### src/design/qb64_pkg.sv
// Shared types, constants and the alphabet lookup of the quoted base64 encoder.
`default_nettype none
package qb64_pkg;

    localparam int CHAR_W    = 8;
    localparam int MAX_CHARS = 6;
    localparam int CNT_W     = 3;
    localparam int QDEPTH    = 4;
    localparam int QPTR_W    = 2;
    localparam int QCNT_W    = 3;

    localparam logic [CHAR_W-1:0] QUOTE_CHAR = 8'h22;
    localparam logic [CHAR_W-1:0] PAD_CHAR   = 8'h3D;

    // bytes taken so far in the current three-byte group
    localparam logic [1:0] PH_0 = 2'd0;
    localparam logic [1:0] PH_1 = 2'd1;
    localparam logic [1:0] PH_2 = 2'd2;

    // one input transaction's worth of characters, lowest slot first
    typedef struct packed {
        logic [MAX_CHARS-1:0][CHAR_W-1:0] chars;
        logic [CNT_W-1:0]                 count;
        logic                             ends;   // last slot is the closing quote
    } cmd_t;

    // queue status seen by the back end
    typedef struct packed {
        logic full;
        logic empty;
    } q_stat_t;

    function automatic logic [CHAR_W-1:0] b64_char(input logic [5:0] v);
        logic [CHAR_W-1:0] r;
        if (v < 6'd26)
            r = 8'h41 + {2'b00, v};
        else if (v < 6'd52)
            r = 8'h61 + {2'b00, v - 6'd26};
        else if (v < 6'd62)
            r = 8'h30 + {2'b00, v - 6'd52};
        else if (v == 6'd62)
            r = 8'h2B;
        else
            r = 8'h2F;
        return r;
    endfunction

endpackage
`default_nettype wire

### src/design/qb64_front.sv
// Front end: accepts bytes, tracks the group state and builds character commands.
`default_nettype none
module qb64_front
(
    input  wire logic            clk,
    input  wire logic            rst_n,
    input  wire logic            in_valid,
    input  wire logic [7:0]      data_byte,
    input  wire logic            last_byte,
    input  wire logic            empty_string,
    input  wire logic            q_full,
    output logic                 in_ready,
    output logic                 push,
    output qb64_pkg::cmd_t       cmd
);

    logic [1:0] phase_reg, phase_next;
    logic [3:0] carry_reg, carry_next;
    logic       open_reg,  open_next;

    assign in_ready = !q_full;
    assign push     = in_valid && !q_full;

    always_comb
    begin
        logic [qb64_pkg::CNT_W-1:0] n;
        logic                       fin;
        cmd        = '0;
        n          = '0;
        fin        = 1'b0;
        phase_next = phase_reg;
        carry_next = carry_reg;
        open_next  = open_reg;
        if (empty_string)
        begin
            if (!open_reg)
            begin
                cmd.chars[n] = qb64_pkg::QUOTE_CHAR;
                n            = n + 3'd1;
                phase_next   = qb64_pkg::PH_0;
                carry_next   = '0;
            end
            fin = 1'b1;
        end
        else
        begin
            if (!open_reg)
            begin
                cmd.chars[n] = qb64_pkg::QUOTE_CHAR;
                n            = n + 3'd1;
                open_next    = 1'b1;
                phase_next   = qb64_pkg::PH_0;
                carry_next   = '0;
            end
            case (phase_next)
                qb64_pkg::PH_1:
                begin
                    cmd.chars[n] = qb64_pkg::b64_char({carry_next[1:0], data_byte[7:4]});
                    n            = n + 3'd1;
                    carry_next   = data_byte[3:0];
                    phase_next   = qb64_pkg::PH_2;
                end
                qb64_pkg::PH_2:
                begin
                    cmd.chars[n] = qb64_pkg::b64_char({carry_next, data_byte[7:6]});
                    n            = n + 3'd1;
                    cmd.chars[n] = qb64_pkg::b64_char(data_byte[5:0]);
                    n            = n + 3'd1;
                    carry_next   = '0;
                    phase_next   = qb64_pkg::PH_0;
                end
                default:
                begin
                    // phase three never arises; handled as phase zero
                    cmd.chars[n] = qb64_pkg::b64_char(data_byte[7:2]);
                    n            = n + 3'd1;
                    carry_next   = {2'b00, data_byte[1:0]};
                    phase_next   = qb64_pkg::PH_1;
                end
            endcase
            fin = last_byte;
        end
        if (fin)
        begin
            case (phase_next)
                qb64_pkg::PH_1:
                begin
                    cmd.chars[n] = qb64_pkg::b64_char({carry_next[1:0], 4'b0000});
                    n            = n + 3'd1;
                    cmd.chars[n] = qb64_pkg::PAD_CHAR;
                    n            = n + 3'd1;
                    cmd.chars[n] = qb64_pkg::PAD_CHAR;
                    n            = n + 3'd1;
                end
                qb64_pkg::PH_2:
                begin
                    cmd.chars[n] = qb64_pkg::b64_char({carry_next, 2'b00});
                    n            = n + 3'd1;
                    cmd.chars[n] = qb64_pkg::PAD_CHAR;
                    n            = n + 3'd1;
                end
                default:
                begin
                end
            endcase
            cmd.chars[n] = qb64_pkg::QUOTE_CHAR;
            n            = n + 3'd1;
            cmd.ends     = 1'b1;
            phase_next   = qb64_pkg::PH_0;
            carry_next   = '0;
            open_next    = 1'b0;
        end
        cmd.count = n;
    end

    always_ff @(posedge clk or negedge rst_n)
    begin
        if (!rst_n)
        begin
            phase_reg <= qb64_pkg::PH_0;
            carry_reg <= '0;
            open_reg  <= 1'b0;
        end
        else if (push)
        begin
            phase_reg <= phase_next;
            carry_reg <= carry_next;
            open_reg  <= open_next;
        end
    end

endmodule
`default_nettype wire

### src/design/qb64_queue.sv
// Short command queue between front end and back end.
`default_nettype none
module qb64_queue
(
    input  wire logic              clk,
    input  wire logic              rst_n,
    input  wire logic              push,
    input  wire qb64_pkg::cmd_t    wr_cmd,
    input  wire logic              pop,
    output qb64_pkg::cmd_t         rd_cmd,
    output qb64_pkg::q_stat_t      stat
);

    qb64_pkg::cmd_t mem [qb64_pkg::QDEPTH];

    logic [qb64_pkg::QPTR_W-1:0] wr_ptr_reg, wr_ptr_next;
    logic [qb64_pkg::QPTR_W-1:0] rd_ptr_reg, rd_ptr_next;
    logic [qb64_pkg::QCNT_W-1:0] cnt_reg,    cnt_next;

    assign stat.full  = (cnt_reg == qb64_pkg::QCNT_W'(qb64_pkg::QDEPTH));
    assign stat.empty = (cnt_reg == '0);
    assign rd_cmd     = mem[rd_ptr_reg];

    always_comb
    begin
        wr_ptr_next = push ? wr_ptr_reg + qb64_pkg::QPTR_W'(1) : wr_ptr_reg;
        rd_ptr_next = pop  ? rd_ptr_reg + qb64_pkg::QPTR_W'(1) : rd_ptr_reg;
        cnt_next    = cnt_reg;
        if (push && !pop)
            cnt_next = cnt_reg + qb64_pkg::QCNT_W'(1);
        else if (pop && !push)
            cnt_next = cnt_reg - qb64_pkg::QCNT_W'(1);
    end

    always_ff @(posedge clk)
    begin
        if (push)
            mem[wr_ptr_reg] <= wr_cmd;
    end

    always_ff @(posedge clk or negedge rst_n)
    begin
        if (!rst_n)
        begin
            wr_ptr_reg <= '0;
            rd_ptr_reg <= '0;
            cnt_reg    <= '0;
        end
        else
        begin
            wr_ptr_reg <= wr_ptr_next;
            rd_ptr_reg <= rd_ptr_next;
            cnt_reg    <= cnt_next;
        end
    end

endmodule
`default_nettype wire

### src/design/qb64_back.sv
// Back end: walks each command into the output register one character per cycle while out_ready allows.
`default_nettype none
module qb64_back
(
    input  wire logic              clk,
    input  wire logic              rst_n,
    input  wire qb64_pkg::cmd_t    q_cmd,
    input  wire qb64_pkg::q_stat_t q_stat,
    output logic                   pop,
    input  wire logic              out_ready,
    output logic                   out_valid,
    output logic [7:0]             out_char,
    output logic                   last_char
);

    qb64_pkg::cmd_t              cmd_reg, cmd_next;
    logic                        cmd_valid_reg, cmd_valid_next;
    logic [qb64_pkg::CNT_W-1:0]  idx_reg, idx_next;
    logic                        out_valid_reg, out_valid_next;
    logic [7:0]                  out_char_reg, out_char_next;
    logic                        out_last_reg, out_last_next;

    logic load_out, emit, cmd_done;

    assign out_valid = out_valid_reg;
    assign out_char  = out_char_reg;
    assign last_char = out_last_reg;

    always_comb
    begin
        load_out = !out_valid_reg || out_ready;
        emit     = load_out && cmd_valid_reg;
        cmd_done = emit && (idx_reg == cmd_reg.count - 3'd1);
        pop      = !q_stat.empty && (!cmd_valid_reg || cmd_done);
    end

    always_comb
    begin
        cmd_next       = cmd_reg;
        cmd_valid_next = cmd_valid_reg;
        idx_next       = idx_reg;
        if (pop)
        begin
            cmd_next       = q_cmd;
            cmd_valid_next = 1'b1;
            idx_next       = '0;
        end
        else if (cmd_done)
            cmd_valid_next = 1'b0;
        else if (emit)
            idx_next = idx_reg + 3'd1;
    end

    always_comb
    begin
        out_valid_next = out_valid_reg;
        out_char_next  = out_char_reg;
        out_last_next  = out_last_reg;
        if (load_out)
        begin
            out_valid_next = emit;
            out_char_next  = cmd_reg.chars[idx_reg];
            out_last_next  = cmd_done && cmd_reg.ends;
        end
    end

    always_ff @(posedge clk)
    begin
        cmd_reg      <= cmd_next;
        idx_reg      <= idx_next;
        out_char_reg <= out_char_next;
        out_last_reg <= out_last_next;
    end

    always_ff @(posedge clk or negedge rst_n)
    begin
        if (!rst_n)
        begin
            cmd_valid_reg <= 1'b0;
            out_valid_reg <= 1'b0;
        end
        else
        begin
            cmd_valid_reg <= cmd_valid_next;
            out_valid_reg <= out_valid_next;
        end
    end

endmodule
`default_nettype wire

### src/design/quoted_base64_encoder.sv
// Top level of the quoted base64 encoder: front end, command queue, back end.
// A byte's command passes through the queue, then cmd_reg, then the output register to m_axis.
// Throughput: one input transaction per cycle while the 4-entry queue has room;
//   the output emits one character per cycle while m_axis_tready is high, so the
//   sustained rate is set by the characters per byte (4/3 plus quotes and pads, up to 6 for one byte).
// Reset: rst_n asynchronous active low; clears group state, queue and output valid.
`default_nettype none
module quoted_base64_encoder
(
    input  wire logic       clk,
    input  wire logic       rst_n,
    input  wire logic       s_axis_tvalid,
    output logic            s_axis_tready,
    input  wire logic [7:0] s_axis_tdata,   // [7:0] data_byte
    input  wire logic       s_axis_tlast,   // last_byte
    input  wire logic       s_axis_tuser,   // [0] empty_string
    output logic            m_axis_tvalid,
    input  wire logic       m_axis_tready,
    output logic [7:0]      m_axis_tdata,   // [7:0] out_char
    output logic            m_axis_tlast    // last_char
);

    qb64_pkg::cmd_t    push_cmd;
    qb64_pkg::cmd_t    head_cmd;
    qb64_pkg::q_stat_t q_stat;
    logic              push;
    logic              pop;

    // Front end: classifies each byte and emits a bundle of up to six characters.
    qb64_front u_front
    (
        .clk          (clk),
        .rst_n        (rst_n),
        .in_valid     (s_axis_tvalid),
        .data_byte    (s_axis_tdata),
        .last_byte    (s_axis_tlast),
        .empty_string (s_axis_tuser),
        .q_full       (q_stat.full),
        .in_ready     (s_axis_tready),
        .push         (push),
        .cmd          (push_cmd)
    );

    // Queue decouples byte intake from character output.
    qb64_queue u_queue
    (
        .clk    (clk),
        .rst_n  (rst_n),
        .push   (push),
        .wr_cmd (push_cmd),
        .pop    (pop),
        .rd_cmd (head_cmd),
        .stat   (q_stat)
    );

    // Back end: serializes each bundle into the registered output stream.
    qb64_back u_back
    (
        .clk       (clk),
        .rst_n     (rst_n),
        .q_cmd     (head_cmd),
        .q_stat    (q_stat),
        .pop       (pop),
        .out_ready (m_axis_tready),
        .out_valid (m_axis_tvalid),
        .out_char  (m_axis_tdata),
        .last_char (m_axis_tlast)
    );

    // every pushed bundle carries at least one character
    a_cmd_nonempty: assert property (@(posedge clk) disable iff (!rst_n)
        push |-> (push_cmd.count != '0))
        else $error("empty command pushed");

    // back end never pops an empty queue
    a_no_underflow: assert property (@(posedge clk) disable iff (!rst_n)
        pop |-> !q_stat.empty)
        else $error("queue underflow");

    // the transaction that ends a string is always the closing quote
    a_last_is_quote: assert property (@(posedge clk) disable iff (!rst_n)
        (m_axis_tvalid && m_axis_tlast) |-> (m_axis_tdata == qb64_pkg::QUOTE_CHAR))
        else $error("last character is not a quote");

endmodule
`default_nettype wire
### config.mk
export PLATFORM = sky130hd
export DESIGN_NAME = quoted_base64_encoder
export DESIGN_NICKNAME = d
export VERILOG_FILES = /design/src/design/qb64_pkg.sv /design/src/design/qb64_front.sv /design/src/design/qb64_queue.sv /design/src/design/qb64_back.sv /design/src/design/quoted_base64_encoder.sv
export SDC_FILE = /design/constraint.sdc
export NUM_CORES = 1
export LEC_CHECK = 0
export ABC_CLOCK_PERIOD_IN_PS = 5560
export BUFFER_PORTS_ARGS = -buffer_cell sky130_fd_sc_hd__buf_4
export CAP_MARGIN = 20
export CORE_UTILIZATION = 45
export CTS_CLUSTER_SIZE = 10
export DETAILED_ROUTE_END_ITERATION = 8
export GPL_TIMING_DRIVEN = 0
export RECOVER_POWER = 100
export SKIP_LAST_GASP = 1
export SYNTH_ARGS = -nofsm -noshare
export SYNTH_HDL_FRONTEND = slang
export SYNTH_SLANG_ARGS = --single-unit
### constraint.sdc
create_clock -name clk -period 5.56 [get_ports clk]
set_clock_uncertainty 0.05 [all_clocks]
set_input_delay 1.112 -clock clk [delete_from_list [all_inputs] [get_ports clk]]
set_output_delay 1.112 -clock clk [all_outputs]
set_load 0.005 [all_outputs]
======== Yosys cells after proc, flatten, opt, wreduce, memory -nomap -nowiden ========
Memories as Yosys holds them, arrays and structs flattened. A register that Yosys moved wholly into a read port is not among the register bits.
Index checks and enable logic that the tools add are counted.
cells by class
  add/sub/neg operators ................... 42
  $lt $le $gt $ge ......................... 31
  equality and inequality tests ........... 11
  mux-type cells .......................... 89
  bitwise logic cells ..................... 12
  reduce and logical (&&, ||, !) cells .... 27
operators with widths
  cell                 number
  $mux 8               39
  $bwmux 48            6
  $pmux 48 s2          2
  $demux 8 s3          6
  $add 7x6->8 const A  12
  $mux 48              2
  $or 30x30->30        3
  $lt 6x6->1 const B   12
  $and 18x18->18       3
  $add 6x6->7 const A  6
  $mux 40              1
  $and 36x36->36       1
  $lt 6x5->1 const B   6
  $not 18->18          2
  $not 36->36          1
  $sub 6x5->6 const B  6
  $sub 6x6->6 const B  6
  $mux 3               11
  $lt 3x4->1 const B   7
  $add 3x1->3 const B  8
  $bmux 8 s3           1
  $eq 6x6->1 const B   4
  $ge 3x1->1 const B   6
  $mux 4               4
  22 further kinds     57
storage, ports and cells
  bits in registers ....................... 28
  memory bits (writable) .................. 208
  input port bits ......................... 14
  output and inout bits ................... 11
  word-level logic and storage cells ...... 224
  memories kept ........................... 1
memories
  name         depth  width  read ports  clocked after Yosys merged registers in  write ports  RTL line          RTL
  u_queue.mem  4      52     1           1                                        1            qb64_queue.sv:14  qb64_pkg::cmd_t mem [qb64_pkg::QDEPTH];

======== Longest topological paths before layout ========
  depth in word-level cells ............... 20
  depth in mapped cells ................... 19
  gate-level depth less buffers ........... 14

======== Modules after synthesis ========
From an unflattened synthesis, not the netlist that was laid out.
unflattened totals
  cell total of the unflattened synthesis .. 1142
  area total of the unflattened synthesis .. 15140.8 um^2
modules (own cells, without submodules)
  module      times used  cells an instance  area an instance (um^2)
  qb64_queue  1           306                7963.9
  qb64_front  1           699                4616.9
  qb64_back   1           137                2560.0

======== Least setup slack after synthesis ========
No wires, ideal clock.
  path type ............................... in2reg
  start ................................... input port m_axis_tready
  end ..................................... register u_queue.cnt_reg[1] in the netlist's numbering
  setup time .............................. 0.125 ns
  data arrival time ....................... 4.207 ns
  path slack .............................. 1.178 ns
  stages on the path ...................... 10
  cells stage by stage .................... nand2b_1 -> inv_1 -> o21ai_0 -> o31a_1 -> clkbuf_1 -> inv_1 -> ha_1 -> inv_1 -> fa_1 -> mux2_2
between the ends
  word-level cells in the longest chain between the ends .. 8
  elaborated cells between the ends (all ways) .. 10
RTL lines
  what                           RTL line                     RTL
  start: declaration             quoted_base64_encoder.sv:18  input wire logic m_axis_tready,
  $logic_or 1x1->1               qb64_back.sv:31              load_out = !out_valid_reg || out_ready;
  $logic_and 1x1->1              qb64_back.sv:32              emit = load_out && cmd_valid_reg;
  $logic_and 1x1->1              qb64_back.sv:33              cmd_done = emit && (idx_reg == cmd_reg.count - 3'd1);
  $logic_or 1x1->1               qb64_back.sv:34              pop = !q_stat.empty && (!cmd_valid_reg || cmd_done);
  $logic_and 1x1->1              qb64_back.sv:34
  net pop                        quoted_base64_encoder.sv:27  logic pop;
  $logic_not 1->1                qb64_queue.sv:29             if (push && !pop)
  $logic_and 1x1->1              qb64_queue.sv:29
  $mux 3                         qb64_queue.sv:29
  net u_queue.cnt_next, one bit  qb64_queue.sv:18             logic [qb64_pkg::QCNT_W-1:0] cnt_reg, cnt_next;
  end signal: assignment         qb64_queue.sv:53             cnt_reg <= cnt_next;
  end: declaration               qb64_queue.sv:18
The timed path passes the listed nets, and every way through them passes these cells.
A chain may end at the register's enable or synchronous reset.

==> run_results.csv <==
group,metric,value,unit
run_status,status,"finished, violations left",
run_status,violations,"capacitance limit, slew limit",
critical_path,crit_path_end_kind,"register",
cells_and_area,finish.utilization,0.513,
clocking,cts.sinks,228,
logic_synthesis,synth.distinct_cells,87,
placement,place_inst,1414,
critical_path,path_class,"in -> reg",
hold_path,hold_end,"u_front.phase_reg[0]$_DFFE_PN0P_",
sta,hold_viol,0,
global_routing,grt_pass1_wl,50300,um
logic_synthesis,synth_simple_gate_area_frac,0.102,
logic_synthesis,synth-adder-area-share,0.0513,
logic_synthesis,yosys_warnings,0,
cells_and_area,drive_gt1_frac,0.140,
logic_synthesis,synth_area,12600,um2
critical_path,rrSetupSlack,0.28,ns
sta,max_slew_margin,-0.461,
sta,fmax,0.189,GHz
clocking,post_cts_buffers,0,
sta,slew_viol_final,144,
logic_synthesis,synth_seq_cells,228,
drt,wl_per_cell,22.3,um
cells_and_area,fill_cells,2399,
critical_path,startpoint_type,"primary input",
sta,worst-slew-pin-transition,2.19,ns
cells_and_area,syn2layout_area_growth,10.6,%
placement,dp_hpwl,23700,um
logic_synthesis,netlist_instances,1013,
clocking,htree_levels,1,
hold_path,min_path_type,"reg -> reg",
power_and_ir_drop,internal_power,4.01,mW
critical_path,critPathMaxFanout,10,
cells_and_area,diodes,0,
power_and_ir_drop,power_frac_clock,0.249,
clocking,cts_tree,"yes",
placement,placed_area,13300,um2
clocking,clk_pin_slew_worst_paths,0.06,ns
global_routing,grt_pass1_vias,8588,
placement,numPortBuffers,24,
floorplan,initial_core_util,0.463,
power_and_ir_drop,powerDensity,417,nW/um2
sta,min_period,5.28,ns
logic_synthesis,synthTopCellsByArea,"edfxtp_1 50%, mux4_2 8.6%, ha_1 5.0%",
logic_synthesis,avgSynthCellArea,12.4,um2
cells_and_area,final_cell_area,13900,um2
clocking,cts_inserted_buffers,26,
clocking,cts_hold_buf,0,
logic_synthesis,yosysTopAreaCell,"edfxtp_1",
cells_and_area,fin_cells,1449,
drt,routed_wl,32300,um
logic_synthesis,synthXorXnorAreaFrac,0.0414,
logic_synthesis,synthArstFlopShare,0.0702,
critical_path,required,5.68,ns
floorplan,boundaryPins,25,
drt,ant_nets,0,
clocking,clk_root_buffer_cell,"clkbuf_16",
run,drv_cap,5,
sta,setup_tns,0,ns
global_routing,grt_overflow,0,
hold_path,hp-start,"u_front.phase_reg[0]$_DFFE_PN0P_",
cells_and_area,largest_register_ffs,160,
critical_path,worstReg2RegStart,"u_front.open_reg$_DFFE_PN0P_",
power_and_ir_drop,switching_share,0.310,
power_and_ir_drop,finalPower,5.81,mW
critical_path,reg2reg_depth,15,
logic_synthesis,synth_compound_area_frac,0.134,
drt,route.vias.total,8497,
power_and_ir_drop,seq_power_share,0.439,
global_routing,grt_max_degree,33,
logic_synthesis,ys.flop_type,"edfxtp_1",
clocking,clk_latency,0.52,ns
logic_synthesis,synthMuxAreaShare,0.100,
floorplan,coreArea,27200,um2
power_and_ir_drop,vdd_drop_max,0.202,mV
logic_synthesis,synth_top_area_share,0.498,
floorplan,fp.dieH,169,um
hold_path,hold_depth,2,
sta,grt_setup_unrepaired,"no",
floorplan,row_count,60,
floorplan,die-area,28700,um2
drt,firstDrtPassIters,7,
critical_path,r2r-end,"u_queue.mem[0][48]$_DFFE_PP_",
logic_synthesis,synth_edf_count,209,
logic_synthesis,synth_top_family_by_area,"compound AO/OA/AOI/OAI gates",
global_routing,track_usage,0.232,
global_routing,antenna_found_initial,0,
drt,drc,0,
clocking,cts_resized,0,
sta,setup_violations,0,
power_and_ir_drop,p_switching,1.80,mW
sta,fin_crit_sh,0.950,
clocking,clk_path_buf_depth,3,
placement,place_congestion,0.928,
critical_path,cp.arrival,5.40,ns
logic_synthesis,yosysSeqAreaShare,0.535,
drt,drt_iter0_drc,703,
floorplan,dieWidth,169,um
power_and_ir_drop,power_frac_comb,0.312,
power_and_ir_drop,leakagePower,4.92,nW
cells_and_area,nets,1134,
logic_synthesis,synth_nets,1078,
drt,via_per_inst,5.86,
[cell usage after synthesis, drive strengths merged (6+ instances only)]
| library cell | n |
|---|---|
| a21o | 7 |
| o21a | 8 |
| nor3 | 10 |
| a221oi | 6 |
| inv | 42 |
| xnor2 | 35 |
| nor4 | 8 |
| o31ai | 15 |
| a21oi | 58 |
| o22ai | 9 |
| nand2 | 80 |
| xor2 | 22 |
| mux2i | 13 |
| buf | 35 |
| ha | 50 |
| clkbuf | 27 |
| nor2 | 66 |
| nor2b | 13 |
| mux4 | 48 |
| o21ai | 71 |
| nand3 | 19 |
| a211oi | 10 |
| nand2b | 18 |
| and2 | 7 |
| and3 | 10 |
| or2 | 7 |
| a31oi | 10 |
| edfxtp | 209 |
| dfrtp | 16 |
[per-layer routing]
layer / vias up / track usage / share of wire
met5: - / 0 / 0
met4: 0 / 0.0838 / 0.037
met3: 83 / 0.0238 / 0.057
met2: 295 / 0.397 / 0.48
met1: 4161 / 0.306 / 0.43
li1: 3958 / - / -
[power groups by stage]
stage	clock (mW)	sequential, mW	combinational, mW
finish	1.44	2.55	1.81
global route	1.54	2.59	1.98
CTS	1.48	2.54	1.90
detailed placement	0	2.57	1.89
global placement	0	2.58	1.83
floorplan	0	2.54	1.28
[logic make-up after synthesis]
family                   count (synthesis)
AO/OA/AOI/OAI                          250
XOR/XNOR                                57
adder cells (fa/ha/maj)                 51
buffers and inverters                  104
flip-flops                             228
multiplexers                            65
AND/OR/NAND/NOR                        258
[how the worst max path moves through the flow]
| stage | startpoint | slack, ns | end |
|---|---|---|---|
| floorplan | m_axis_tready | 1.18 | u_queue.cnt_reg[1]$_DFFE_PN0P_ |
| global placement | u_front.open_reg$_DFFE_PN0P_ | -0.19 | u_queue.mem[1][24]$_DFFE_PP_ |
| detailed placement | u_front.open_reg$_DFFE_PN0P_ | -0.15 | u_queue.mem[3][11]$_DFFE_PP_ |
| CTS | u_front.open_reg$_DFFE_PN0P_ | 0.20 | u_queue.mem[3][11]$_DFFE_PP_ |
| global route | u_front.open_reg$_DFFE_PN0P_ | 0.02 | u_queue.mem[0][24]$_DFFE_PP_ |
| finish | s_axis_tuser | 0.28 | u_queue.mem[2][24]$_DFFE_PP_ |
[through the flow]
| stage | hold slack, ns | setup WS (ns) |
|---|---|---|
| 5_1_grt | 0.466 | 0.0194 |
| 3_5_place_dp | 0.417 | -0.150 |
| 6_report | 0.432 | 0.280 |
| 3_3_place_gp | 0.410 | -0.195 |
| 2_1_floorplan | 0.391 | 1.18 |
| 4_1_cts | 0.427 | 0.202 |
[final cells by class]
type                            instances  area [um2]  area share
Timing Repair Buffer                   29         195      0.0140
Buffer                                 61         285      0.0205
Multi-Input combinational cell        681        5390       0.387
Clock inverter                          2        20.0     0.00144
Inverter                               42         158      0.0113
Tap cell                              372         465      0.0334
Sequential cell                       228        6740       0.484
Clock buffer                           34         681      0.0489
[critical path, cell delays in order]
cell      delay (ns)
buf_4           0.12
clkbuf_1        0.44
clkbuf_1        0.39
buf_1           0.57
mux2i_1         0.40
inv_1           0.08
ha_1            0.29
clkbuf_1        0.28
nand2b_1        0.27
mux2_4          0.22
inv_1           0.09
nor2_1          0.41
o21ai_0         0.27
nand4b_1        0.21
o21ai_0         0.26
[placed cells by master (no fill, tap or decap), types with 10 or more instances in the layout]
cell and instances:
o31ai_1 14, buf_4 13, inv_1 41, and3_1 10, nand2_1 78, dfrtp_1 16, mux4_2 48, ha_1 50
xor2_1 21, xnor2_1 33, clkbuf_16 26, nor2_1 66, clkbuf_4 12, edfxtp_1 209, nand2b_1 18, nand3_1 19
mux2i_1 13, clkbuf_1 49, buf_2 13, o21ai_0 63, a21oi_1 58, nor2b_1 13
Note: power is estimated with default switching activity, not from simulation.
